## config.mk

```make
export PLATFORM = sky130hd
export DESIGN_NAME = mppt_perturb_observe_adaptive_step_unit
export DESIGN_NICKNAME = d
export VERILOG_FILES = /design/src/rtl/core/mppt_pkg.sv /design/src/rtl/core/mppt_cfg_regs.sv /design/src/rtl/core/mppt_power_stage.sv /design/src/rtl/core/mppt_track_stage.sv /design/src/rtl/core/mppt_perturb_observe_adaptive_step_unit.sv
export SDC_FILE = /design/constraint.sdc
export NUM_CORES = 1
export LEC_CHECK = 0
export BUFFER_PORTS_ARGS = -buffer_cell sky130_fd_sc_hd__buf_2
export CORE_ASPECT_RATIO = 0.7
export CORE_UTILIZATION = 55
export DETAILED_ROUTE_END_ITERATION = 12
export HOLD_SLACK_MARGIN = 0.02
export PLACE_DENSITY = 0.73
export SYNTH_ARGS = -nofsm -noshare
export SYNTH_HDL_FRONTEND = slang
export SYNTH_SLANG_ARGS = --single-unit
```

## constraint.sdc

```tcl
create_clock -name clk_i -period 8.9 [get_ports clk_i]
set_input_delay 1.78 -clock clk_i [delete_from_list [all_inputs] [get_ports clk_i]]
set_output_delay 1.78 -clock clk_i [all_outputs]
set_load 0.05 [all_outputs]
```

## src/rtl/core/mppt_pkg.sv

```systemverilog
// Shared types and constants of the perturb-and-observe tracker.
`default_nettype none
package mppt_pkg;

  // Field and register widths
  localparam int CfgW    = 12;
  localparam int CfgIdxW = 3;
  localparam int SampleW = 16;
  localparam int PowerW  = 32;
  localparam int StepW   = 13;
  localparam int RunW    = 3;

  // Run length after which the step may grow
  localparam logic [RunW-1:0] RunLimit = 3'd7;

  // Reset values of the configuration registers and of the step
  localparam logic [CfgW-1:0]  DacLowRst   = 12'd0;
  localparam logic [CfgW-1:0]  DacHighRst  = 12'd4095;
  localparam logic [CfgW-1:0]  StepLowRst  = 12'd1;
  localparam logic [CfgW-1:0]  StepHighRst = 12'd8;
  localparam logic [StepW-1:0] StepRst     = 13'd1;

  // Configuration register indexes
  typedef enum logic [CfgIdxW-1:0] {
    CfgDacLow    = 3'd0,
    CfgDacHigh   = 3'd1,
    CfgStepLow   = 3'd2,
    CfgStepHigh  = 3'd3,
    CfgStrictLow = 3'd4
  } cfg_idx_e;

  // Configuration register file contents
  typedef struct packed {
    logic [CfgW-1:0] dac_low;
    logic [CfgW-1:0] dac_high;
    logic [CfgW-1:0] step_low;
    logic [CfgW-1:0] step_high;
    logic            strict_lower;
  } cfg_t;

endpackage
`default_nettype wire

```

## src/rtl/core/mppt_cfg_regs.sv

```systemverilog
// Configuration register file of the tracker, write only.
`default_nettype none
module mppt_cfg_regs (
  input  wire logic                          clk_i,
  input  wire logic                          rst_ni,
  input  wire logic                          cfg_we_i,
  input  wire logic [mppt_pkg::CfgIdxW-1:0]  cfg_idx_i,
  input  wire logic [mppt_pkg::CfgW-1:0]     cfg_wdata_i,
  output mppt_pkg::cfg_t                     cfg_o
);

  mppt_pkg::cfg_t cfg_q, cfg_d;

  // Decode the register index
  always_comb begin
    cfg_d = cfg_q;
    if (cfg_we_i) begin
      case (mppt_pkg::cfg_idx_e'(cfg_idx_i))
        mppt_pkg::CfgDacLow:    cfg_d.dac_low      = cfg_wdata_i;
        mppt_pkg::CfgDacHigh:   cfg_d.dac_high     = cfg_wdata_i;
        mppt_pkg::CfgStepLow:   cfg_d.step_low     = cfg_wdata_i;
        mppt_pkg::CfgStepHigh:  cfg_d.step_high    = cfg_wdata_i;
        mppt_pkg::CfgStrictLow: cfg_d.strict_lower = cfg_wdata_i[0];
        default:                cfg_d = cfg_q;
      endcase
    end
  end

  // Hold the registers
  always_ff @(posedge clk_i or negedge rst_ni) begin
    if (!rst_ni) begin
      cfg_q.dac_low      <= mppt_pkg::DacLowRst;
      cfg_q.dac_high     <= mppt_pkg::DacHighRst;
      cfg_q.step_low     <= mppt_pkg::StepLowRst;
      cfg_q.step_high    <= mppt_pkg::StepHighRst;
      cfg_q.strict_lower <= 1'b0;
    end else begin
      cfg_q <= cfg_d;
    end
  end

  assign cfg_o = cfg_q;

endmodule
`default_nettype wire

```

## src/rtl/core/mppt_power_stage.sv

```systemverilog
// Input stage: takes one sample pair and registers its signed power.
`default_nettype none
module mppt_power_stage (
  input  wire logic                                clk_i,
  input  wire logic                                rst_ni,
  input  wire logic                                in_valid_i,
  output logic                                     in_ready_o,
  input  wire logic signed [mppt_pkg::SampleW-1:0] shunt_sample_i,
  input  wire logic [mppt_pkg::SampleW-1:0]        bus_sample_i,
  output logic                                     pwr_valid_o,
  input  wire logic                                pwr_ready_i,
  output logic signed [mppt_pkg::PowerW-1:0]       power_o
);

  localparam int ProdW = 2 * mppt_pkg::SampleW + 1;

  logic                               vld_q, vld_d;
  logic signed [mppt_pkg::PowerW-1:0] power_q;
  logic signed [ProdW-1:0]            prod;
  logic                               accept;

  // Signed shunt times unsigned bus; the product fits in the power width
  assign prod = $signed({{(mppt_pkg::SampleW+1){shunt_sample_i[mppt_pkg::SampleW-1]}},
                         shunt_sample_i})
              * $signed({{(mppt_pkg::SampleW+1){1'b0}}, bus_sample_i});

  assign in_ready_o = !vld_q || pwr_ready_i;
  assign accept     = in_valid_i && in_ready_o;

  // Advance the stage valid
  always_comb begin
    vld_d = vld_q;
    if (accept) begin
      vld_d = 1'b1;
    end else if (pwr_ready_i) begin
      vld_d = 1'b0;
    end
  end

  always_ff @(posedge clk_i or negedge rst_ni) begin
    if (!rst_ni) begin
      vld_q <= 1'b0;
    end else begin
      vld_q <= vld_d;
    end
  end

  // Capture the power of an accepted item
  always_ff @(posedge clk_i) begin
    if (accept) begin
      power_q <= $signed(prod[mppt_pkg::PowerW-1:0]);
    end
  end

  assign pwr_valid_o = vld_q;
  assign power_o     = power_q;

endmodule
`default_nettype wire

```

## src/rtl/core/mppt_track_stage.sv

```systemverilog
// Tracking stage: direction, step adaptation, drive update and result register.
`default_nettype none
module mppt_track_stage #(
  parameter int DAC_BITS = 12
) (
  input  wire logic                                clk_i,
  input  wire logic                                rst_ni,
  input  wire mppt_pkg::cfg_t                      cfg_i,
  input  wire logic                                pwr_valid_i,
  output logic                                     pwr_ready_o,
  input  wire logic signed [mppt_pkg::PowerW-1:0]  power_i,
  output logic                                     out_valid_o,
  input  wire logic                                out_ready_i,
  output logic [DAC_BITS-1:0]                      dac_value_o,
  output logic                                     moving_up_o,
  output logic [mppt_pkg::StepW-1:0]               step_now_o
);

  localparam int StepW = mppt_pkg::StepW;
  localparam int RunW  = mppt_pkg::RunW;
  localparam int SumW  = ((DAC_BITS > StepW) ? DAC_BITS : StepW) + 2;

  // Tracker state; drive, direction and step double as the result register
  logic signed [mppt_pkg::PowerW-1:0] last_power_q;
  logic                               dir_q, dir_d;
  logic                               prev_dir_q, prev_dir_d;
  logic [RunW-1:0]                    run_q, run_d;
  logic [StepW-1:0]                   step_q, step_d;
  logic [DAC_BITS-1:0]                drive_q, drive_d;
  logic                               out_vld_q, out_vld_d;

  logic            commit;
  logic            fall;
  logic [RunW:0]   cnt;
  logic [DAC_BITS-1:0] low_lim, high_lim;
  logic [SumW-1:0] up_sum, floor_sum, down_diff;
  logic            move_down;

  assign pwr_ready_o = !out_vld_q || out_ready_i;
  assign commit      = pwr_valid_i && pwr_ready_o;

  assign low_lim  = DAC_BITS'(cfg_i.dac_low);
  assign high_lim = DAC_BITS'(cfg_i.dac_high);

  // Flip on falling power, then adapt the step
  always_comb begin
    fall       = power_i < last_power_q;
    dir_d      = fall ? !dir_q : dir_q;
    cnt        = fall ? '0 : ({1'b0, run_q} + 1'b1);
    step_d     = step_q;
    prev_dir_d = prev_dir_q;
    if (dir_d == prev_dir_q) begin
      if (cnt >= {1'b0, mppt_pkg::RunLimit}) begin
        if (step_q < {1'b0, cfg_i.step_high}) begin
          step_d = {step_q[StepW-2:0], 1'b0};
        end
        cnt = '0;
      end
    end else begin
      if (step_q > {1'b0, cfg_i.step_low}) begin
        step_d = step_q >> 1;
      end
      prev_dir_d = dir_d;
    end
    run_d = cnt[RunW-1:0];
  end

  // Move the drive by the step, saturating at the limits
  always_comb begin
    up_sum    = SumW'(drive_q) + SumW'(step_d);
    floor_sum = SumW'(step_d) + SumW'(low_lim);
    down_diff = SumW'(drive_q) - SumW'(step_d);
    move_down = cfg_i.strict_lower ? (SumW'(drive_q) > floor_sum)
                                   : (SumW'(drive_q) >= floor_sum);
    if (dir_d) begin
      drive_d = (up_sum < SumW'(high_lim)) ? DAC_BITS'(up_sum) : high_lim;
    end else begin
      drive_d = move_down ? DAC_BITS'(down_diff) : low_lim;
    end
  end

  // Hold the result until taken
  always_comb begin
    out_vld_d = out_vld_q;
    if (commit) begin
      out_vld_d = 1'b1;
    end else if (out_ready_i) begin
      out_vld_d = 1'b0;
    end
  end

  always_ff @(posedge clk_i or negedge rst_ni) begin
    if (!rst_ni) begin
      last_power_q <= '0;
      dir_q        <= 1'b1;
      prev_dir_q   <= 1'b1;
      run_q        <= '0;
      step_q       <= mppt_pkg::StepRst;
      drive_q      <= '0;
      out_vld_q    <= 1'b0;
    end else begin
      out_vld_q <= out_vld_d;
      if (commit) begin
        last_power_q <= power_i;
        dir_q        <= dir_d;
        prev_dir_q   <= prev_dir_d;
        run_q        <= run_d;
        step_q       <= step_d;
        drive_q      <= drive_d;
      end
    end
  end

  assign out_valid_o = out_vld_q;
  assign dac_value_o = drive_q;
  assign moving_up_o = dir_q;
  assign step_now_o  = step_q;

`ifndef SYNTHESIS
  // A run of the limit length is always folded back to zero
  a_run_below_limit: assert property (@(posedge clk_i) disable iff (!rst_ni)
    run_q != mppt_pkg::RunLimit)
    else $error("run count reached its limit");

  // The remembered direction follows the direction after every item
  a_prev_dir_tracks: assert property (@(posedge clk_i) disable iff (!rst_ni)
    prev_dir_q == dir_q)
    else $error("previous direction out of step");

  // Falling power clears the run count
  a_fall_clears_run: assert property (@(posedge clk_i) disable iff (!rst_ni)
    (commit && fall) |=> (run_q == '0))
    else $error("run count not cleared on falling power");

  // Every committed item shows up as a result
  a_commit_shows: assert property (@(posedge clk_i) disable iff (!rst_ni)
    commit |=> out_vld_q)
    else $error("committed item lost");
`endif

endmodule
`default_nettype wire

```

## src/rtl/core/mppt_perturb_observe_adaptive_step_unit.sv

```systemverilog
// Top level of the perturb-and-observe tracker with adaptive step.
//
// Usage:
//   s_axis carries one sample pair per item: signed shunt voltage and bus
//   voltage. m_axis returns one result per item: new DAC drive value,
//   direction flag and current step size. The cfg port writes the DAC
//   limits, step limits and lower-check mode; write it only while idle.
//   An accepted item passes the power register, then the tracking update
//   into the result register.
//   Throughput: one item per cycle while m_axis_tready is high; the tracking
//   update, which needs the previous item's state, is combinational.
//   Reset: direction up, run count and last power zero, step 1, drive 0,
//   limits at their reset values; no items are held.
//   Stall: a result waits in the output register while m_axis_tready is
//   low; the power register still takes one more item if it is empty, then
//   s_axis_tready drops until the result is taken.
`default_nettype none
module mppt_perturb_observe_adaptive_step_unit #(
  parameter int DAC_BITS = 12
) (
  input  wire logic                               clk_i,
  input  wire logic                               rst_ni,
  // Configuration writes
  input  wire logic                               cfg_we_i,
  input  wire logic [mppt_pkg::CfgIdxW-1:0]       cfg_idx_i,
  input  wire logic [mppt_pkg::CfgW-1:0]          cfg_wdata_i,
  // Sample items
  input  wire logic                               s_axis_tvalid,
  output logic                                    s_axis_tready,
  // [15:0] shunt_sample, [31:16] bus_sample
  input  wire logic [2*mppt_pkg::SampleW-1:0]     s_axis_tdata,
  // Result items
  output logic                                    m_axis_tvalid,
  input  wire logic                               m_axis_tready,
  // [DAC_BITS-1:0] dac_value, [DAC_BITS] moving_up, then step_now (13 bits), zero pad
  output logic [((DAC_BITS+mppt_pkg::StepW+1+7)/8)*8-1:0] m_axis_tdata
);

  localparam int OutW = ((DAC_BITS + mppt_pkg::StepW + 1 + 7) / 8) * 8;

  mppt_pkg::cfg_t                       cfg;
  logic                                 pwr_valid, pwr_ready;
  logic signed [mppt_pkg::PowerW-1:0]   power;
  logic [DAC_BITS-1:0]                  dac_value;
  logic                                 moving_up;
  logic [mppt_pkg::StepW-1:0]           step_now;

  mppt_cfg_regs u_cfg (
    .clk_i       (clk_i),
    .rst_ni      (rst_ni),
    .cfg_we_i    (cfg_we_i),
    .cfg_idx_i   (cfg_idx_i),
    .cfg_wdata_i (cfg_wdata_i),
    .cfg_o       (cfg)
  );

  mppt_power_stage u_power (
    .clk_i          (clk_i),
    .rst_ni         (rst_ni),
    .in_valid_i     (s_axis_tvalid),
    .in_ready_o     (s_axis_tready),
    .shunt_sample_i ($signed(s_axis_tdata[mppt_pkg::SampleW-1:0])),
    .bus_sample_i   (s_axis_tdata[2*mppt_pkg::SampleW-1:mppt_pkg::SampleW]),
    .pwr_valid_o    (pwr_valid),
    .pwr_ready_i    (pwr_ready),
    .power_o        (power)
  );

  mppt_track_stage #(
    .DAC_BITS (DAC_BITS)
  ) u_track (
    .clk_i       (clk_i),
    .rst_ni      (rst_ni),
    .cfg_i       (cfg),
    .pwr_valid_i (pwr_valid),
    .pwr_ready_o (pwr_ready),
    .power_i     (power),
    .out_valid_o (m_axis_tvalid),
    .out_ready_i (m_axis_tready),
    .dac_value_o (dac_value),
    .moving_up_o (moving_up),
    .step_now_o  (step_now)
  );

  // Pack the result fields, lowest field first
  assign m_axis_tdata = OutW'({step_now, moving_up, dac_value});

endmodule
`default_nettype wire
```

Word-level counts from Yosys, hierarchy flattened

Index checks and enable logic that the tools add are counted.

Register bits after elaboration: 145
Bits of input ports: 52
Output and inout port bits: 34
Word-level logic and storage cells: 64

Add/subtract/negate cells: 4
Multipliers: 1
Order comparisons: 7
Equality and inequality tests: 5
Muxes and demuxes: 16
Bitwise operators: 1
Reductions and logical operators: 16

Operator list:

| kind                                                                  | number |
|---|---|
| 13-bit two-way mux                                                    | 4 |
| 12-bit two-way mux                                                    | 3 |
| 32-bit < comparator                                                   | 1 |
| 16-bit by 17-bit multiplier with 32-bit output                        | 1 |
| 12-bit by 15-bit >= comparator with 1-bit output                      | 1 |
| 12-bit by 15-bit greater-than comparator with 1-bit output            | 1 |
| 15-bit by 12-bit < comparator with 1-bit output                       | 1 |
| 12-bit by 13-bit adder with 14-bit output                             | 1 |
| 13-bit by 12-bit adder with 14-bit output                             | 1 |
| 13-bit by 12-bit greater-than comparator with 1-bit output            | 1 |
| 13-bit by 12-bit < comparator with 1-bit output                       | 1 |
| 2-bit AND reduction                                                   | 6 |
| 12-bit subtractor                                                     | 1 |
| 3-bit by 2-bit equality test with 1-bit output, second input constant | 2 |
| 1-bit two-way mux                                                     | 6 |
| 3-bit two-way mux                                                     | 2 |
| 3-bit by 1-bit adder with 4-bit output, second input constant         | 1 |
| 4-bit by 3-bit >= comparator with 1-bit output, second input constant | 1 |
| 4-bit two-way mux                                                     | 1 |
| 2-bit nonzero test                                                    | 2 |
| 3-bit by 1-bit equality test with 1-bit output, second input constant | 1 |
| 3-bit equality test, second input constant                            | 1 |
| 1-bit zero test                                                       | 3 |
| 3-bit zero test                                                       | 1 |
| 4 further kinds                                                       | 6 |

Logic depth before layout (Yosys ltp)

Depth in word-level cells: 10
Mapped depth: 34
Depth with buffers taken out: 32

Modules after synthesis

A second synthesis with hierarchy kept.

Cells, all modules: 1925
Area total of the unflattened synthesis: 18099.9 um^2

Modules (own cells, without submodules):

| module                                  | instances | cells an instance | area each (um^2) | sequential area each (um^2) |
|---|---|---|---|---|
| mppt_power_stage                        | 1         | 1045              | 9773.1           | 985.9 |
| mppt_track_stage                        | 1         | 765               | 6352.3           | 1580.3 |
| mppt_cfg_regs                           | 1         | 107               | 1918.1           | 1243.7 |
| mppt_perturb_observe_adaptive_step_unit | 1         | 8                 | 56.3             | 0.0 |

Least setup slack after synthesis

Ideal clock, no wire load.

Path type: input -> register
From: input port s_axis_tdata[6] (netlist bit)
To: register u_power.power_q, in the netlist u_power.power_o[31], data pin
Setup time: 0.260 ns
Arrival: 7.537 ns
Data required time: 8.640 ns
Slack: 1.103 ns
Stages: 22
Buffers on the path: 1
Cells stage by stage: clkbuf_1 -> nand2_1 -> fa_1 -> inv_1 -> fa_1 -> fa_1 -> fa_1 -> inv_1 -> fa_1 -> inv_1 -> fa_1 -> ha_1 -> a21oi_1 -> a32oi_1 -> o21ai_0 -> or4_1 -> a31oi_1 -> o21ba_2 -> a211oi_1 -> o41ai_1 -> a21oi_1 -> xnor2_1

Word-level cells in the longest chain between the ends: 1

Ends and longest elaborated chain:

| what                                           | RTL line                                      | source |
|---|---|---|
| start: declaration                             | mppt_perturb_observe_adaptive_step_unit.sv:31 | `input wire logic [2*mppt_pkg::SampleW-1:0] s_axis_tdata,` |
| 16-bit by 17-bit multiplier with 32-bit output | mppt_power_stage.sv:25                        | `* $signed({{(mppt_pkg::SampleW+1){1'b0}}, bus_sample_i});` |
| via u_power.prod[31]                           | mppt_power_stage.sv:19                        | `logic signed [ProdW-1:0] prod;` |
| end signal: assignment                         | mppt_power_stage.sv:51                        | `power_q <= $signed(prod[mppt_pkg::PowerW-1:0]);` |
| end: declaration                               | mppt_power_stage.sv:18                        | `logic signed [mppt_pkg::PowerW-1:0] power_q;` |

The timed path passes the listed nets, and every way through them passes these cells.
A chain may end at the register's enable or synchronous reset.

Worst setup path in the final report

From: register u_power.power_q, in the netlist u_power.power_o[5]
To: register u_track.drive_q[7], in the netlist u_track.dac_value_o[7]

Word-level cells in the longest chain between the ends: 10
Elaborated cells on any way between the ends: 17
Those cells by class: add/sub (3); order compare (5); eq/ne (1); mux (8)

Ends and longest elaborated chain:

| what                                                                                                                                  | RTL line                                       | source |
|---|---|---|
| 32-bit < comparator *                                                                                                                 | mppt_track_stage.sv:47                         | `fall = power_i < last_power_q;` |
| 4-bit two-way mux                                                                                                                     | mppt_track_stage.sv:49                         | `cnt = fall ? '0 : ({1'b0, run_q} + 1'b1);` |
| 4-bit by 3-bit >= comparator with 1-bit output                                                                                        | mppt_track_stage.sv:53                         | `if (cnt >= {1'b0, mppt_pkg::RunLimit}) begin` |
| 13-bit two-way mux                                                                                                                    | mppt_track_stage.sv:53                         |  |
| 13-bit two-way mux *                                                                                                                  | mppt_track_stage.sv:52                         | `if (dir_d == prev_dir_q) begin` |
| via u_track.step_d[1]                                                                                                                 | mppt_track_stage.sv:28                         | `logic [StepW-1:0] step_q, step_d;` |
| 13-bit by 12-bit adder with 14-bit output                                                                                             | mppt_track_stage.sv:71                         | `floor_sum = SumW'(step_d) + SumW'(low_lim);` |
| 12-bit by 15-bit >= comparator with 1-bit output / 12-bit by 15-bit greater-than comparator with 1-bit output (equally long branches) | mppt_track_stage.sv:74, mppt_track_stage.sv:73 |  |
| 1-bit two-way mux                                                                                                                     | mppt_track_stage.sv:73                         | `move_down = cfg_i.strict_lower ? (SumW'(drive_q) > floor_sum)` |
| 12-bit two-way mux                                                                                                                    | mppt_track_stage.sv:78                         | `drive_d = move_down ? DAC_BITS'(down_diff) : low_lim;` |
| 12-bit two-way mux *                                                                                                                  | mppt_track_stage.sv:75                         | `if (dir_d) begin` |
| end signal: assignment                                                                                                                | mppt_track_stage.sv:109                        | `drive_q <= drive_d;` |
| end: declaration                                                                                                                      | mppt_track_stage.sv:29                         | `logic [DAC_BITS-1:0] drive_q, drive_d;` |

The timed path passes the listed nets; every way through them passes the cells marked *.

==> flow_summary.html <==
<table>
<tr><th>Metric</th><th>Value</th></tr>
<tr><th colspan="2">Clocking</th></tr>
<tr><td>CTS tree</td><td>done</td></tr>
<tr><td>Worst-path clk slew</td><td>0.07 ns</td></tr>
<tr><td>Post-CTS Setup Bufs</td><td>0</td></tr>
<tr><td>Clock buffer count from CTS</td><td>17</td></tr>
<tr><td>H-Tree Depth</td><td>4</td></tr>
<tr><td>Total of cells resized after clock tree synthesis</td><td>0</td></tr>
<tr><td>Clock tree sinks</td><td>145</td></tr>
<tr><td>Number of buffers on the longest clock path</td><td>2</td></tr>
<tr><td>Insertion delay of the later-clocked pin in the worst-skew pair</td><td>around 0.43 ns</td></tr>
<tr><td>Root Buffer Master</td><td>sky130_fd_sc_hd__clkbuf_16</td></tr>
<tr><td>Post-CTS Hold Buffers</td><td>0</td></tr>
<tr><th colspan="2">Timing</th></tr>
<tr><td>Worst-Margin Slew</td><td>1.17 ns</td></tr>
<tr><td>Skew final</td><td>0.0123 ns</td></tr>
<tr><td>Final-layout setup total negative slack</td><td>0 ns</td></tr>
<tr><td>Setup repair after global routing missed its margin</td><td>false</td></tr>
<tr><td>Max-slew headroom</td><td>0.217</td></tr>
<tr><td>Total of endpoints with negative setup slack in the final report</td><td>0</td></tr>
<tr><td>Min Clock Period, post-route</td><td>~8 ns</td></tr>
<tr><td>Period Utilization, post-route</td><td>0.900</td></tr>
<tr><td>Peak clock frequency supported by timing</td><td>about 120 MHz</td></tr>
<tr><td>Final number of hold-violating endpoints</td><td>0</td></tr>
<tr><td>Final Slew Violations</td><td>0</td></tr>
<tr><th colspan="2">Floorplanning</th></tr>
<tr><td>Number of top-level pins</td><td>86</td></tr>
<tr><td>Die span in y</td><td>153 µm</td></tr>
<tr><td>Std-Cell Rows</td><td>54</td></tr>
<tr><td>Std-Cell Core Area</td><td>0.0316 mm²</td></tr>
<tr><td>Die Outline Area</td><td>0.0333 mm²</td></tr>
<tr><td>Initial standard-cell utilization of the core</td><td>0.566</td></tr>
<tr><td>Die outline width</td><td>218 µm</td></tr>
<tr><th colspan="2">Yosys</th></tr>
<tr><td>Cell accounting for the most synthesized area</td><td>sky130_fd_sc_hd__fa_1</td></tr>
<tr><td>Count of unique library cells instantiated by Yosys</td><td>72</td></tr>
<tr><td>Async set or reset register ratio after synthesis</td><td>0.779</td></tr>
<tr><td>Leading post-synthesis cells by cell area</td><td>sky130_fd_sc_hd__fa_1 (22%), sky130_fd_sc_hd__ha_1 (16%), sky130_fd_sc_hd__dfrtp_1 (13%)</td></tr>
<tr><td>Avg Cell Area, Syn</td><td>just over 9 µm²</td></tr>
<tr><td>Yosys warning count</td><td>0</td></tr>
<tr><td>Primary flip-flop cell chosen by synthesis mapping</td><td>sky130_fd_sc_hd__dfrtp_1</td></tr>
<tr><td>Sequential share of the synthesized area</td><td>0.213</td></tr>
<tr><td>Syn Std Cell Area</td><td>0.0179 mm²</td></tr>
<tr><td>Area share of the largest cell type after synthesis</td><td>0.220</td></tr>
<tr><td>Number of synthesized flops with an enable pin</td><td>32</td></tr>
<tr><td>Post-synthesis sequential element count</td><td>145</td></tr>
<tr><td>Number of instances in the synthesized netlist</td><td>1936</td></tr>
<tr><th colspan="2">Worst hold path</th></tr>
<tr><td>Hold WC Path Type</td><td>reg -&gt; reg</td></tr>
<tr><th colspan="2">Setup path</th></tr>
<tr><td>CP max-delay cell</td><td>sky130_fd_sc_hd__a22o_1</td></tr>
<tr><td>Kind of start point of the critical path</td><td>register</td></tr>
<tr><td>Required time reported for the critical path endpoint</td><td>9.24 ns</td></tr>
<tr><td>Largest stage delay, worst path</td><td>~0.67 ns</td></tr>
<tr><td>Nature of the critical path endpoint</td><td>register</td></tr>
<tr><td>Worst endpoint data arrival time</td><td>8.35 ns</td></tr>
<tr><td>CP max FO</td><td>14</td></tr>
<tr><td>Start-to-end type of the worst setup path</td><td>reg -&gt; reg</td></tr>
<tr><th colspan="2">Placed design</th></tr>
<tr><td>Number of I/O port buffers</td><td>79</td></tr>
<tr><td>Final weighted congestion in routability-driven placement</td><td>0.921</td></tr>
<tr><td>Dpl hpwl</td><td>33800 µm</td></tr>
<tr><th colspan="2">Drt</th></tr>
<tr><td>Detailed-route DRC error count</td><td>0</td></tr>
<tr><td>Number of DRC markers after the initial detailed-route iteration</td><td>909</td></tr>
<tr><td>Ratio of routed vias to standard cells</td><td>5.63</td></tr>
<tr><td>Length of the first detailed-routing pass in iterations</td><td>5</td></tr>
<tr><td>Detail-routed net length per standard cell</td><td>17.5 µm</td></tr>
<tr><td>Via count</td><td>13596</td></tr>
<tr><td>Remaining antenna violation count after routing</td><td>0</td></tr>
<tr><td>Final WL</td><td>42200 µm</td></tr>
<tr><th colspan="2">Global routing</th></tr>
<tr><td>First-pass GRT wire length</td><td>72100 µm</td></tr>
<tr><td>Vias in the first global route</td><td>roughly 14000</td></tr>
<tr><td>Maximum number of pins on one net before global-route repair</td><td>between 60 and 70</td></tr>
<tr><td>GRT Overall Usage</td><td>0.272</td></tr>
<tr><td>Number of antenna violations at the first check in global routing</td><td>0</td></tr>
<tr><td>GRT Residual Overflow</td><td>0</td></tr>
<tr><th colspan="2">Run</th></tr>
<tr><td>Max Cap Violations</td><td>0</td></tr>
<tr><th colspan="2">Finish</th></tr>
<tr><td>Diodes inserted</td><td>0</td></tr>
<tr><td>Util after Layout</td><td>0.606</td></tr>
<tr><td>Layout cells sized above 1</td><td>0.0947</td></tr>
<tr><td>Final #Nets</td><td>2465</td></tr>
<tr><td>Synth-to-layout area growth</td><td>6.97%</td></tr>
<tr><td>Fillers</td><td>2713</td></tr>
<tr><th colspan="2">Run status</th></tr>
<tr><td>Result of the run</td><td>complete, no violations</td></tr>
</table>
==> through the flow <==
step	hold slack [ns]	instance area, µm²	instances	setup slack (ns)
after global routing	0.502	19200	2415	0.450
final	0.475	19200	2415	0.894
after global placement	0.448	18700	2383	0.677
after floorplan	0.431	17900	1941	1.10
after detailed placement	0.464	18700	2383	0.547
after CTS	0.474	19200	2415	0.991
==> Yosys cell counts (14+ instances only) <==
cell type                    n
sky130_fd_sc_hd__a21oi_1    61
sky130_fd_sc_hd__nand3_1    26
sky130_fd_sc_hd__nand2_1   254
sky130_fd_sc_hd__dfrtp_1    96
sky130_fd_sc_hd__mux2_2     34
sky130_fd_sc_hd__clkbuf_1   59
sky130_fd_sc_hd__o22a_1     19
sky130_fd_sc_hd__inv_1     323
sky130_fd_sc_hd__dfstp_2    17
sky130_fd_sc_hd__a21o_1     19
sky130_fd_sc_hd__xor2_1     22
sky130_fd_sc_hd__nand2b_1   29
sky130_fd_sc_hd__edfxtp_1   32
sky130_fd_sc_hd__and2_1     98
sky130_fd_sc_hd__ha_1      234
sky130_fd_sc_hd__o21a_1     29
sky130_fd_sc_hd__o21ai_0   102
sky130_fd_sc_hd__a211oi_1   14
sky130_fd_sc_hd__nor3_1     20
sky130_fd_sc_hd__fa_1      197
sky130_fd_sc_hd__nor2_1     62
sky130_fd_sc_hd__xnor2_1    36
==> state kept, by name, summed over array words and instances (netlist names) <==
name / cells
u_cfg.cfg_o: 49
u_power.power_o: 32
u_track.last_power_q: 32
u_track.step_now_o: 13
u_track.dac_value_o: 12
u_track.run_q: 3
u_power.pwr_valid_o: 1
u_track.moving_up_o: 1
u_track.out_valid_o: 1
u_track.prev_dir_q: 1
==> metal layers <==
metal	track usage	vias to the layer above	routed length [µm]
met1	0.399	6755	20300
met5	0	-	0
met4	0.0590	0	526
li1	-	6400	-
met3	0.0513	43	2950
met2	0.418	398	18500
==> logic make-up (layout without fill, tap and decap cells) <==
kind of cell               after synthesis  after routing  synth area share
other                                    1              6          0.000209
xor gates and xnor gates                58             58            0.0284
adders and majority gates              431            431             0.384
muxes                                   50             50            0.0310
and+or+nand+nor                        537            537             0.142
DFF                                    145            145             0.213
AOI/OAI and AO/OA                      320            320             0.117
buffers and inverters                  394            448            0.0847
==> layout make-up <==
class	count	area, µm²	share of cell area
well taps	420	526	0.0274
multi-input cells	1402	12600	0.658
inverters	323	1210	0.0633
clock buffers	18	429	0.0224
clock inverters	14	76.3	0.00398
flip-flops and latches	145	3810	0.199
repair buffers	93	503	0.0263
==> worst max-delay path, delay by kind of cell, from the launching register on <==
| kind | cells | cell delay, ns |
|---|---|---|
| multiplexers | 1 | 0.39 |
| XOR/XNOR | 2 | 0.31 |
| adder cells (fa/ha/maj) | 3 | 0.94 |
| AO/OA/AOI/OAI | 18 | 4.47 |
| buffers and inverters | 1 | 0.24 |
| AND/OR/NAND/NOR | 6 | 1.12 |
| flip-flops | 1 | 0.40 |
==> final timing paths <==
| kind | startpoint | endpoint | slack [ns] | cells past startpoint |
|---|---|---|---|---|
| max | u_power.power_o[5]$_DFFE_PP_ | u_track.dac_value_o[7]$_DFFE_PN0P_ | 0.89 | 31 |
| min in group asynchronous | rst_ni | u_track.last_power_q[4]$_DFFE_PN0P_ | 1.42 | 1 |
| max reg2reg | u_power.power_o[5]$_DFFE_PP_ | u_track.dac_value_o[7]$_DFFE_PN0P_ | 0.89 | 31 |
| min | u_power.power_o[0]$_DFFE_PP_ | u_track.last_power_q[0]$_DFFE_PN0P_ | 0.48 | 2 |
| max in group asynchronous | rst_ni | u_track.dac_value_o[1]$_DFFE_PN0P_ | 6.21 | 2 |
| min reg2reg | u_power.power_o[0]$_DFFE_PP_ | u_track.last_power_q[0]$_DFFE_PN0P_ | 0.48 | 2 |
==> cell usage in the layout, fill, tap and decap left out, drive strengths merged, types with 4 or more instances in the layout <==
cell     count
inv        323
o211ai       7
o21a        29
fa         197
nand3       26
nor3        21
or3          7
a211oi      16
and2        98
nor2        62
o21ai      105
clkinv      13
conb         6
o31ai        5
nand4        9
nand2b      29
dfstp       17
a21o        19
a31oi        9
a211o        7
a221oi       4
xnor2       36
a21oi       61
o22a        19
mux2i       12
edfxtp      32
nor2b       10
o31a         4
o21bai       6
and3         4
ha         234
o2111ai      4
nand2      254
xor2        22
mux2        38
and4         5
buf         93
clkbuf      18
dfrtp       96
Power is left out: the tool's default activity adds up to more than one toggle a clock period on the data nets, which glitch-free logic cannot reach.
